**src/rtl/lms_pkg.sv**
```systemverilog
// ---------------------------------------------------------------------------
// LMS system identifier package
// Shared widths, register indexes and the tap cell control bundle.
// ---------------------------------------------------------------------------
`default_nettype none

package lms_pkg;

    // sample, coefficient, weight and error width
    localparam int DataW = 16;

    // configuration register map
    localparam int CfgIdxW  = 3;
    localparam int RegCount = 5;

    localparam logic [CfgIdxW-1:0] RegRefTap0 = 3'd0;
    localparam logic [CfgIdxW-1:0] RegRefTap1 = 3'd1;
    localparam logic [CfgIdxW-1:0] RegRefTap2 = 3'd2;
    localparam logic [CfgIdxW-1:0] RegRefTap3 = 3'd3;
    localparam logic [CfgIdxW-1:0] RegStep    = 3'd4;

    // reset values
    localparam logic [DataW-1:0] RefTapReset = 16'd8192;
    localparam logic [DataW-1:0] StepReset   = 16'd6;

    // number of reference coefficient registers
    localparam int RefRegCount = 4;

    typedef logic [DataW-1:0] t_word;

    // control strobes broadcast to every tap cell
    typedef struct packed {
        logic shift;     // tap line moves one place, new sample enters cell 0
        logic mul;       // form sample*coef and sample*weight
        logic upd_mul;   // form gain*sample
        logic upd_add;   // add the update product to the weight
    } t_cell_ctl;

    // low 16 bits of a product (identical for signed and unsigned operands)
    function automatic t_word mul_lo(input t_word a, input t_word b);
        logic [2*DataW-1:0] p;
        p = a * b;
        return p[DataW-1:0];
    endfunction

endpackage

`default_nettype wire

```
**src/rtl/lms_if.sv**
```systemverilog
// ---------------------------------------------------------------------------
// LMS system identifier channel interfaces
// Sample input stream, error output stream and configuration write channel.
// ---------------------------------------------------------------------------
`default_nettype none

interface lms_sample_if;
    logic               valid;
    logic               ready;
    logic signed [15:0] sample_in;

    modport source (output valid, output sample_in, input ready);
    modport sink   (input valid, input sample_in, output ready);
endinterface

interface lms_error_if;
    logic               valid;
    logic               ready;
    logic signed [15:0] error_out;

    modport source (output valid, output error_out, input ready);
    modport sink   (input valid, input error_out, output ready);
endinterface

interface lms_cfg_if;
    logic        valid;
    logic        ready;
    logic [2:0]  index;
    logic [15:0] data;

    modport source (output valid, output index, output data, input ready);
    modport sink   (input valid, input index, input data, output ready);
endinterface

`default_nettype wire

```
**src/rtl/lms_tap_cell.sv**
```systemverilog
// ---------------------------------------------------------------------------
// LMS tap cell
// Holds one tap sample and its adaptive weight. Forms both filter products,
// adds them to the partial sums passing along the chain, and updates its
// weight from the broadcast gain.
// ---------------------------------------------------------------------------
`default_nettype none

module lms_tap_cell (
    input  wire                 i_clk,
    input  wire                 i_rst_n,
    input  lms_pkg::t_cell_ctl  i_ctl,
    input  lms_pkg::t_word      i_sample,   // from previous cell (or new sample)
    input  lms_pkg::t_word      i_coef,     // reference coefficient
    input  lms_pkg::t_word      i_gain,     // step * error
    input  wire                 i_tok,      // partial sums valid on input
    input  lms_pkg::t_word      i_ref_sum,
    input  lms_pkg::t_word      i_ada_sum,
    output lms_pkg::t_word      o_sample,
    output logic                o_tok,
    output lms_pkg::t_word      o_ref_sum,
    output lms_pkg::t_word      o_ada_sum
);

    lms_pkg::t_word r_sample;
    lms_pkg::t_word r_weight;
    lms_pkg::t_word r_prod_a;   // ref product, later update product
    lms_pkg::t_word r_prod_b;   // adaptive product
    lms_pkg::t_word r_ref_sum;
    lms_pkg::t_word r_ada_sum;
    logic           r_tok;

    // tap state: sample and weight
    always_ff @(posedge i_clk) begin
        if (!i_rst_n) begin
            r_sample <= '0;
            r_weight <= '0;
        end else begin
            if (i_ctl.shift) begin
                r_sample <= i_sample;
            end
            if (i_ctl.upd_add) begin
                r_weight <= r_weight + r_prod_a;
            end
        end
    end

    // products, registered before any add
    always_ff @(posedge i_clk) begin
        if (i_ctl.mul) begin
            r_prod_a <= lms_pkg::mul_lo(r_sample, i_coef);
            r_prod_b <= lms_pkg::mul_lo(r_sample, r_weight);
        end else if (i_ctl.upd_mul) begin
            r_prod_a <= lms_pkg::mul_lo(i_gain, r_sample);
        end
    end

    // partial sum wavefront
    always_ff @(posedge i_clk) begin
        if (!i_rst_n) begin
            r_tok <= 1'b0;
        end else begin
            r_tok <= i_tok;
        end
    end

    always_ff @(posedge i_clk) begin
        if (i_tok) begin
            r_ref_sum <= i_ref_sum + r_prod_a;
            r_ada_sum <= i_ada_sum + r_prod_b;
        end
    end

    assign o_sample  = r_sample;
    assign o_tok     = r_tok;
    assign o_ref_sum = r_ref_sum;
    assign o_ada_sum = r_ada_sum;

endmodule

`default_nettype wire

```
**src/rtl/lms_system_identifier.sv**
```systemverilog
// ---------------------------------------------------------------------------
// LMS system identifier
// Fixed reference FIR and adaptive FIR over a shared tap line; emits the
// error (reference minus adaptive) and adapts the weights by step*err*tap.
// All arithmetic wraps at 16 bits.
// ---------------------------------------------------------------------------
//
//  Channel    Dir  Fields             Transfer when
//  i_sample   in   sample_in[15:0]    valid && ready
//  o_error    out  error_out[15:0]    valid && ready
//  i_cfg      in   index[2:0], data   valid && ready (ready always high)
//
//  One sample is in flight at a time. The sequencer takes the sample, forms
//  the products and launches the partial sums, which then walk the cell chain
//  one cell per cycle; then come the gain, the update product, the weight add
//  and the output load, each a state of its own.
//  Reset loads the reference taps with 8192, step with 6, clears taps and
//  weights. A stalled output holds the sequencer in its output state until
//  the previous error has left the output register; the next sample is taken
//  on the cycle after the new error is loaded.
// ---------------------------------------------------------------------------
`default_nettype none

module lms_system_identifier #(
    parameter int TAP_COUNT = 4
) (
    input  wire    i_clk,
    input  wire    i_rst_n,
    lms_sample_if.sink  i_sample,
    lms_error_if.source o_error,
    lms_cfg_if.sink     i_cfg
);

    typedef enum logic [2:0] {
        S_IDLE,
        S_MUL,
        S_LAUNCH,
        S_SUM,
        S_GAIN,
        S_UPD_MUL,
        S_UPD_ADD,
        S_OUT
    } t_state;

    t_state         r_state;
    lms_pkg::t_word r_ref_tap [lms_pkg::RefRegCount];
    lms_pkg::t_word r_step;
    lms_pkg::t_word r_err;
    lms_pkg::t_word r_gain;
    logic           r_out_valid;
    lms_pkg::t_word r_out_data;

    lms_pkg::t_cell_ctl cell_ctl;
    logic               accept;
    logic               load_out;

    lms_pkg::t_word sample_chain [TAP_COUNT+1];
    lms_pkg::t_word ref_chain    [TAP_COUNT+1];
    lms_pkg::t_word ada_chain    [TAP_COUNT+1];
    logic           tok_chain    [TAP_COUNT+1];

    // configuration writes
    assign i_cfg.ready = 1'b1;

    always_ff @(posedge i_clk) begin
        if (!i_rst_n) begin
            for (int k = 0; k < lms_pkg::RefRegCount; k++) begin
                r_ref_tap[k] <= lms_pkg::RefTapReset;
            end
            r_step <= lms_pkg::StepReset;
        end else if (i_cfg.valid) begin
            unique case (i_cfg.index)
                lms_pkg::RegRefTap0: r_ref_tap[0] <= i_cfg.data;
                lms_pkg::RegRefTap1: r_ref_tap[1] <= i_cfg.data;
                lms_pkg::RegRefTap2: r_ref_tap[2] <= i_cfg.data;
                lms_pkg::RegRefTap3: r_ref_tap[3] <= i_cfg.data;
                lms_pkg::RegStep:    r_step       <= i_cfg.data;
                default: ;
            endcase
        end
    end

    // input handshake and cell strobes
    assign i_sample.ready = (r_state == S_IDLE);
    assign accept         = i_sample.valid && (r_state == S_IDLE);

    // output register can take a new error
    assign load_out = (r_state == S_OUT) && (!r_out_valid || o_error.ready);

    always_comb begin
        cell_ctl.shift   = accept;
        cell_ctl.mul     = (r_state == S_MUL);
        cell_ctl.upd_mul = (r_state == S_UPD_MUL);
        cell_ctl.upd_add = (r_state == S_UPD_ADD);
    end

    // cell chain
    assign sample_chain[0] = i_sample.sample_in;
    assign tok_chain[0]    = (r_state == S_LAUNCH);
    assign ref_chain[0]    = '0;
    assign ada_chain[0]    = '0;

    for (genvar j = 0; j < TAP_COUNT; j++) begin : g_cell
        lms_tap_cell u_cell (
            .i_clk     (i_clk),
            .i_rst_n   (i_rst_n),
            .i_ctl     (cell_ctl),
            .i_sample  (sample_chain[j]),
            .i_coef    (r_ref_tap[j]),
            .i_gain    (r_gain),
            .i_tok     (tok_chain[j]),
            .i_ref_sum (ref_chain[j]),
            .i_ada_sum (ada_chain[j]),
            .o_sample  (sample_chain[j+1]),
            .o_tok     (tok_chain[j+1]),
            .o_ref_sum (ref_chain[j+1]),
            .o_ada_sum (ada_chain[j+1])
        );
    end

    // sequencer with error, gain and output registers
    always_ff @(posedge i_clk) begin
        if (!i_rst_n) begin
            r_state     <= S_IDLE;
            r_out_valid <= 1'b0;
        end else begin
            r_out_valid <= load_out || (r_out_valid && !o_error.ready);
            unique case (r_state)
                S_IDLE: begin
                    if (accept) begin
                        r_state <= S_MUL;
                    end
                end
                S_MUL:    r_state <= S_LAUNCH;
                S_LAUNCH: r_state <= S_SUM;
                S_SUM: begin
                    if (tok_chain[TAP_COUNT]) begin
                        r_err   <= ref_chain[TAP_COUNT] - ada_chain[TAP_COUNT];
                        r_state <= S_GAIN;
                    end
                end
                S_GAIN: begin
                    r_gain  <= lms_pkg::mul_lo(r_step, r_err);
                    r_state <= S_UPD_MUL;
                end
                S_UPD_MUL: r_state <= S_UPD_ADD;
                S_UPD_ADD: r_state <= S_OUT;
                S_OUT: begin
                    if (load_out) begin
                        r_out_data <= r_err;
                        r_state    <= S_IDLE;
                    end
                end
                default: r_state <= S_IDLE;
            endcase
        end
    end

    assign o_error.valid     = r_out_valid;
    assign o_error.error_out = r_out_data;

endmodule

`default_nettype wire

```
**src/flat_wrapper.sv**
```systemverilog
// flat-port wrapper written by rule: the top's interface ports become plain ports
module lms_system_identifier_flat 
#(
    parameter int TAP_COUNT = 4
)
  (i_clk, i_rst_n, i_sample_valid, i_sample_sample_in, i_sample_ready, o_error_valid, o_error_error_out, o_error_ready, i_cfg_valid, i_cfg_index, i_cfg_data, i_cfg_ready);
  lms_sample_if i_sample_i ();
  lms_error_if o_error_i ();
  lms_cfg_if i_cfg_i ();
  input  wire i_clk;
  input  wire i_rst_n;
  input wire logic [$bits(i_sample_i.valid)-1:0] i_sample_valid;
  input wire logic [$bits(i_sample_i.sample_in)-1:0] i_sample_sample_in;
  output wire logic [$bits(i_sample_i.ready)-1:0] i_sample_ready;
  output wire logic [$bits(o_error_i.valid)-1:0] o_error_valid;
  output wire logic [$bits(o_error_i.error_out)-1:0] o_error_error_out;
  input wire logic [$bits(o_error_i.ready)-1:0] o_error_ready;
  input wire logic [$bits(i_cfg_i.valid)-1:0] i_cfg_valid;
  input wire logic [$bits(i_cfg_i.index)-1:0] i_cfg_index;
  input wire logic [$bits(i_cfg_i.data)-1:0] i_cfg_data;
  output wire logic [$bits(i_cfg_i.ready)-1:0] i_cfg_ready;
  assign i_sample_i.valid = i_sample_valid;
  assign i_sample_i.sample_in = i_sample_sample_in;
  assign i_sample_ready = i_sample_i.ready;
  assign o_error_valid = o_error_i.valid;
  assign o_error_error_out = o_error_i.error_out;
  assign o_error_i.ready = o_error_ready;
  assign i_cfg_i.valid = i_cfg_valid;
  assign i_cfg_i.index = i_cfg_index;
  assign i_cfg_i.data = i_cfg_data;
  assign i_cfg_ready = i_cfg_i.ready;
  lms_system_identifier #(.TAP_COUNT(TAP_COUNT)) u_core (.i_clk(i_clk), .i_rst_n(i_rst_n), .i_sample(i_sample_i), .o_error(o_error_i), .i_cfg(i_cfg_i));
endmodule
```
**config.mk**
```make
export PLATFORM = sky130hd
export DESIGN_NAME = lms_system_identifier_flat
export DESIGN_NICKNAME = d
export VERILOG_FILES = /design/src/rtl/lms_pkg.sv /design/src/rtl/lms_if.sv /design/src/rtl/lms_tap_cell.sv /design/src/rtl/lms_system_identifier.sv /design/src/flat_wrapper.sv
export SDC_FILE = /design/constraint.sdc
export NUM_CORES = 2
export LEC_CHECK = 0
export ABC_AREA = 1
export BUFFER_PORTS_ARGS = -buffer_cell sky130_fd_sc_hd__buf_2
export CORE_MARGIN = 3
export CORE_UTILIZATION = 60
export DETAILED_ROUTE_END_ITERATION = 12
export PLACE_DENSITY = 0.79
export SETUP_SLACK_MARGIN = 0.15
export SYNTH_ARGS = -nofsm -noshare
export SYNTH_HDL_FRONTEND = slang
export SYNTH_SLANG_ARGS = --single-unit
```
**constraint.sdc**
```tcl
create_clock -name i_clk -period 6.8 [get_ports i_clk]
set_clock_uncertainty 0.15 [all_clocks]
set_input_delay 0.34 -clock i_clk [delete_from_list [all_inputs] [get_ports i_clk]]
set_output_delay 0.34 -clock i_clk [all_outputs]
set_load 0.02 [all_outputs]
```
==> results.md <==
Timing:
- The number of pins exceeding their max-slew limit in the final report was 0.
- The accumulated negative setup slack is 0 ns.
- For the pin with the worst max-slew slack, the measured transition is approximately 1.3 ns.
- The tightest slew margin relative to the limit is ~16%.
- The maximum clock frequency is 159 MHz.
- Setup violations remaining at the end of the flow were counted as 0.
- The worst path in the final design needs a cycle of about 6.3 ns, including I/O delays and setup.
- The period utilization is between 90 and 100%.
- The number of hold violations in the final report is 0.
- Setup repair after global routing left no endpoint under its margin.

Routing:
- After detailed routing, the number of remaining DRC violations is 0.
- In this run, the number of DRC markers left after iteration 0 of detailed routing was about 5,900.
- The per-cell routed wire length is 18.9 um.
- The first-pass iteration count of the detailed router is 8.
- The total length of routed wires is between 200,000 and 250,000 um.
- The number of vias per cell after detailed routing is 5.47.
- Across all layers, the routed design uses 65,916 vias.
- The remaining antenna violation count after routing is 0.

Global routing:
- The total congestion overflow is 0.
- For this run, the total global-route usage over all layers was measured as about a third.
- The number of antenna violations at the first check in global routing came to 11.
- The wire length of the first global-routing pass is 362,000 um.
- The number of global-route vias before repair is roughly 67,000.
- The pin count of the biggest net entering global routing is 118.

Layout:
- The post-synthesis to final-layout area growth is 5.67%.
- The ratio of cells with drive above 1 in the final layout is 4.00%.
- The total non-filler cell area in the finished layout is roughly 0.084 mm2.
- The library cell used most frequently in the layout, excluding fill and tap cells, is nand2_1.
- The top cell types in the final layout, fill and taps aside, are 2,805 x nand2_1, 2,783 x inv_1, 1,051 x fa_1.
- In the final design database the tool counted 12,123 nets.
- The count of cells in the finished layout, fillers not included, comes to 12,046.

Clock tree:
- Clock tree synthesis selected as its root buffer the cell clkbuf_16.
- The post-cts sizing count is 0.
- The number of clock buffers inserted by TritonCTS is 67.
- The number of sinks on the clock net is between 500 and 600.
- The clock transition at the registers of the reported paths is 0.07 ns.
- TritonCTS built the clock tree.
- The clock reaches the later pin of the worst-skew pair after 0.70 ns.
- The maximum buffer depth of the clock tree is 3.
- The number of levels the H-tree was split into is 3.

Floorplanning:
- During I/O placement, the number of pins put on the boundary was between 50 and 60.
- For this configuration, the core starts out at a cell density of between 60% and 70%.
- In this run the vertical extent of the chip is 371 um.
- In this run the core area contains ~130 standard-cell rows.
- The die width is 371 um.
- The core area is roughly 0.13 mm2.
- The full die area is roughly 0.14 mm2.

Power:
- The analysis attributes to cell leakage a power of approximately 48 nW.
- Of the total power, registers draw 36.0%.
- The power after layout is between 10 and 15 mW.
- The internal power component is roughly 7.1 mW.
- The peak supply drop is approximately 0.19 mV.
- In this run, the combinational gates consume a little under a third of the power.
- The power dissipated by switching net loads is 4.24 mW.
- Net switching is between 30% and 40% of the power.
- In this run the power density over the cells is 134 mW/mm2.
- The clock power share is 33.6%.

Placement:
- The final RePlAce weighted congestion is roughly 0.96.
- The estimated wirelength of the detail-placed design is 178,000 um.
- Buffers placed on the I/O ports in this run total between 50 and 60.
- The cell area after placement is roughly 0.08 mm2.
- The instance count after placement with tap cells included is ~12,000.

Run status:
- The flow ran to the end, and the final reports show no timing, DRC or antenna violations.

Critical path:
- In this run the worst path has a maximum fanout of 19.
- The required time of the critical path is a little over 7 ns.
- The critical path data arrival time is between 6 and 7 ns.
- STA classifies the critical path endpoint as a register.
- The critical path is of the register to register type.
- The worst setup path is launched from a register.

Synthesis:
- After synthesis the netlist holds a flip-flop and latch count of 520.
- The average instance area after synthesis is roughly 7.7 um2.
- Of the post-synthesis cell area, the part taken by muxes is 0.0282%.
- The netlist area before placement is between 0.07 and 0.08 mm2.
- The number of warnings issued by yosys is 0.
- The unique cell type count in the Yosys netlist is 50.
- The synthesized design spends more area on one cell type than any other, namely fa_1.
- By area the synthesized netlist is led by fa_1 26%, edfxtp_1 14%, nand2_1 13%.
- After Yosys synthesis, and, or, nand and nor cells account for 17.5% of the synthesized area.
- The arithmetic-cell share of the synthesized area counting full adders, half adders and majority gates is ~39%.
- The cell count after synthesis is ~10,000.
- The post-synthesis sequential area ratio is between 10% and 20%.
- When the netlist entered floorplanning its net count stood at 12,247.
- The compound-cell area share of the yosys netlist is roughly 6%.
- The synthesized-area fraction occupied by xor and xnor cells is 4.53%.
- The area share of the leading cell type in the synthesized netlist is 26.3%.
- After synthesis, the largest family of logic cells by area is adder cells.

Hold path:
- The worst min-delay path category is input port to register.

Run:
- The max-capacitance violation count is 0.
-- per-layer routing --
layer | vias up | global-route usage [%] | part of all wire (%)
li1 | 30446 | - | -
met1 | 31708 | 42.8 | 39
met2 | 2995 | 55.0 | 46
met3 | 759 | 6.42 | 9.2
met4 | 8 | 18.3 | 6.3
met5 | - | 0 | 0.019
-- synthesized netlist by cell type, drive strengths merged --
| library cell | number |
|---|---|
| a211oi | 1 |
| a21boi | 14 |
| a21o | 38 |
| a21oi | 429 |
| a221oi | 4 |
| a31o | 2 |
| a31oi | 36 |
| and2 | 2 |
| buf | 179 |
| clkbuf | 246 |
| clkinv | 3 |
| conb | 1 |
| dfxtp | 152 |
| edfxtp | 368 |
| fa | 1051 |
| ha | 802 |
| inv | 2787 |
| mux2 | 2 |
| nand2 | 2827 |
| nand2b | 1 |
| nand3 | 333 |
| nand3b | 30 |
| nand4 | 40 |
| nor2 | 211 |
| nor3 | 35 |
| nor4 | 1 |
| o2111ai | 4 |
| o211ai | 26 |
| o21a | 13 |
| o21ai | 231 |
| o21bai | 36 |
| o22ai | 7 |
| o31ai | 18 |
| or2 | 23 |
| xnor2 | 169 |
| xor2 | 232 |
-- power by group through the flow --
stage                     clock (mW)  sequential, mW  combinational [mW]
after CTS                       3.86            4.06                3.41
after global placement             0            4.12                3.28
after floorplan                    0            3.86                2.48
after detailed placement           0            4.12                3.36
final                           3.81            4.08                3.45
after global routing            3.97            4.08                3.87
-- registers in the layout, summed over array words and instances (netlist names) --
register	cells
u_core.g_cell.u_cell.o_sample	64
u_core.g_cell.u_cell.o_ref_sum	64
u_core.o_error.error_out	16
u_core.g_cell.u_cell.o_tok	4
u_core.r_gain	16
u_core.g_cell.u_cell.r_weight	64
u_core.r_err	16
u_core.r_step	16
u_core.g_cell.u_cell.r_prod_b	64
u_core.r_ref_tap	64
u_core.g_cell.u_cell.o_ada_sum	64
u_core.o_error.valid	1
u_core.r_state	3
u_core.g_cell.u_cell.r_prod_a	64
-- area by class of cell --
cell class / instances / area [um2]
antenna: 6 / 15.0
clock buffer: 90 / 1880
clock inverter: 34 / 430
fill: 11109 / 47400
inverter: 2790 / 10500
multi-input combinational: 6619 / 53500
sequential: 520 / 14100
tap: 1755 / 2200
timing repair buffer: 232 / 1790
-- metrics by stage --
stage          setup WS (ns)  hold slack (ns)  utilization [%]
6_report               0.493           0.0939             64.1
5_1_grt                0.271           0.0548             64.1
4_1_cts                0.611          0.00300             64.1
3_5_place_dp           0.632            0.260             62.1
3_3_place_gp           0.696            0.251             62.1
2_1_floorplan           1.07            0.250                -
-- what timing repair did --
item,CTS,global route
hold endpoints to repair,39,0
hold buffers,22,0
buffers inserted,0,0
-- worst paths after layout --
path                                                     startpoint                                    to  slack, ns  depth (start not counted)
worst max register to register                     u_core.r_gain[6]  u_core.g_cell[1].u_cell.r_prod_a[15]       0.49                         23
worst min-delay path                                 i_cfg_data[13]               u_core.r_ref_tap[1][13]       0.09                          3
worst max-delay path                               u_core.r_gain[6]  u_core.g_cell[1].u_cell.r_prod_a[15]       0.49                         23
worst min register to register  u_core.g_cell[0].u_cell.r_prod_b[8]  u_core.g_cell[0].u_cell.o_ada_sum[8]       0.27                          0
-- kinds of logic after synthesis --
family	after synthesis
AO/OA/AOI/OAI	859
AND/OR/NAND/NOR	3503
other	1
adder cells (fa/ha/maj)	1853
multiplexers	2
flip-flops	520
buffers and inverters	3215
XOR/XNOR	401
-- critical path, cell delays in order (launching register included) --
cell      delay, ns
edfxtp_1       0.98
buf_4          0.34
buf_4          0.17
nand2_1        0.05
inv_1          0.09
fa_1           0.41
inv_1          0.08
fa_1           0.40
inv_1          0.11
fa_1           0.45
fa_1           0.50
fa_1           0.50
inv_1          0.05
fa_1           0.48
inv_1          0.06
ha_1           0.33
inv_1          0.10
o21bai_1       0.20
inv_1          0.06
o211ai_1       0.18
a31o_2         0.14
nand3_1        0.07
nand3_1        0.09
nand2_1        0.05
Power figures use the tool's default switching activity.
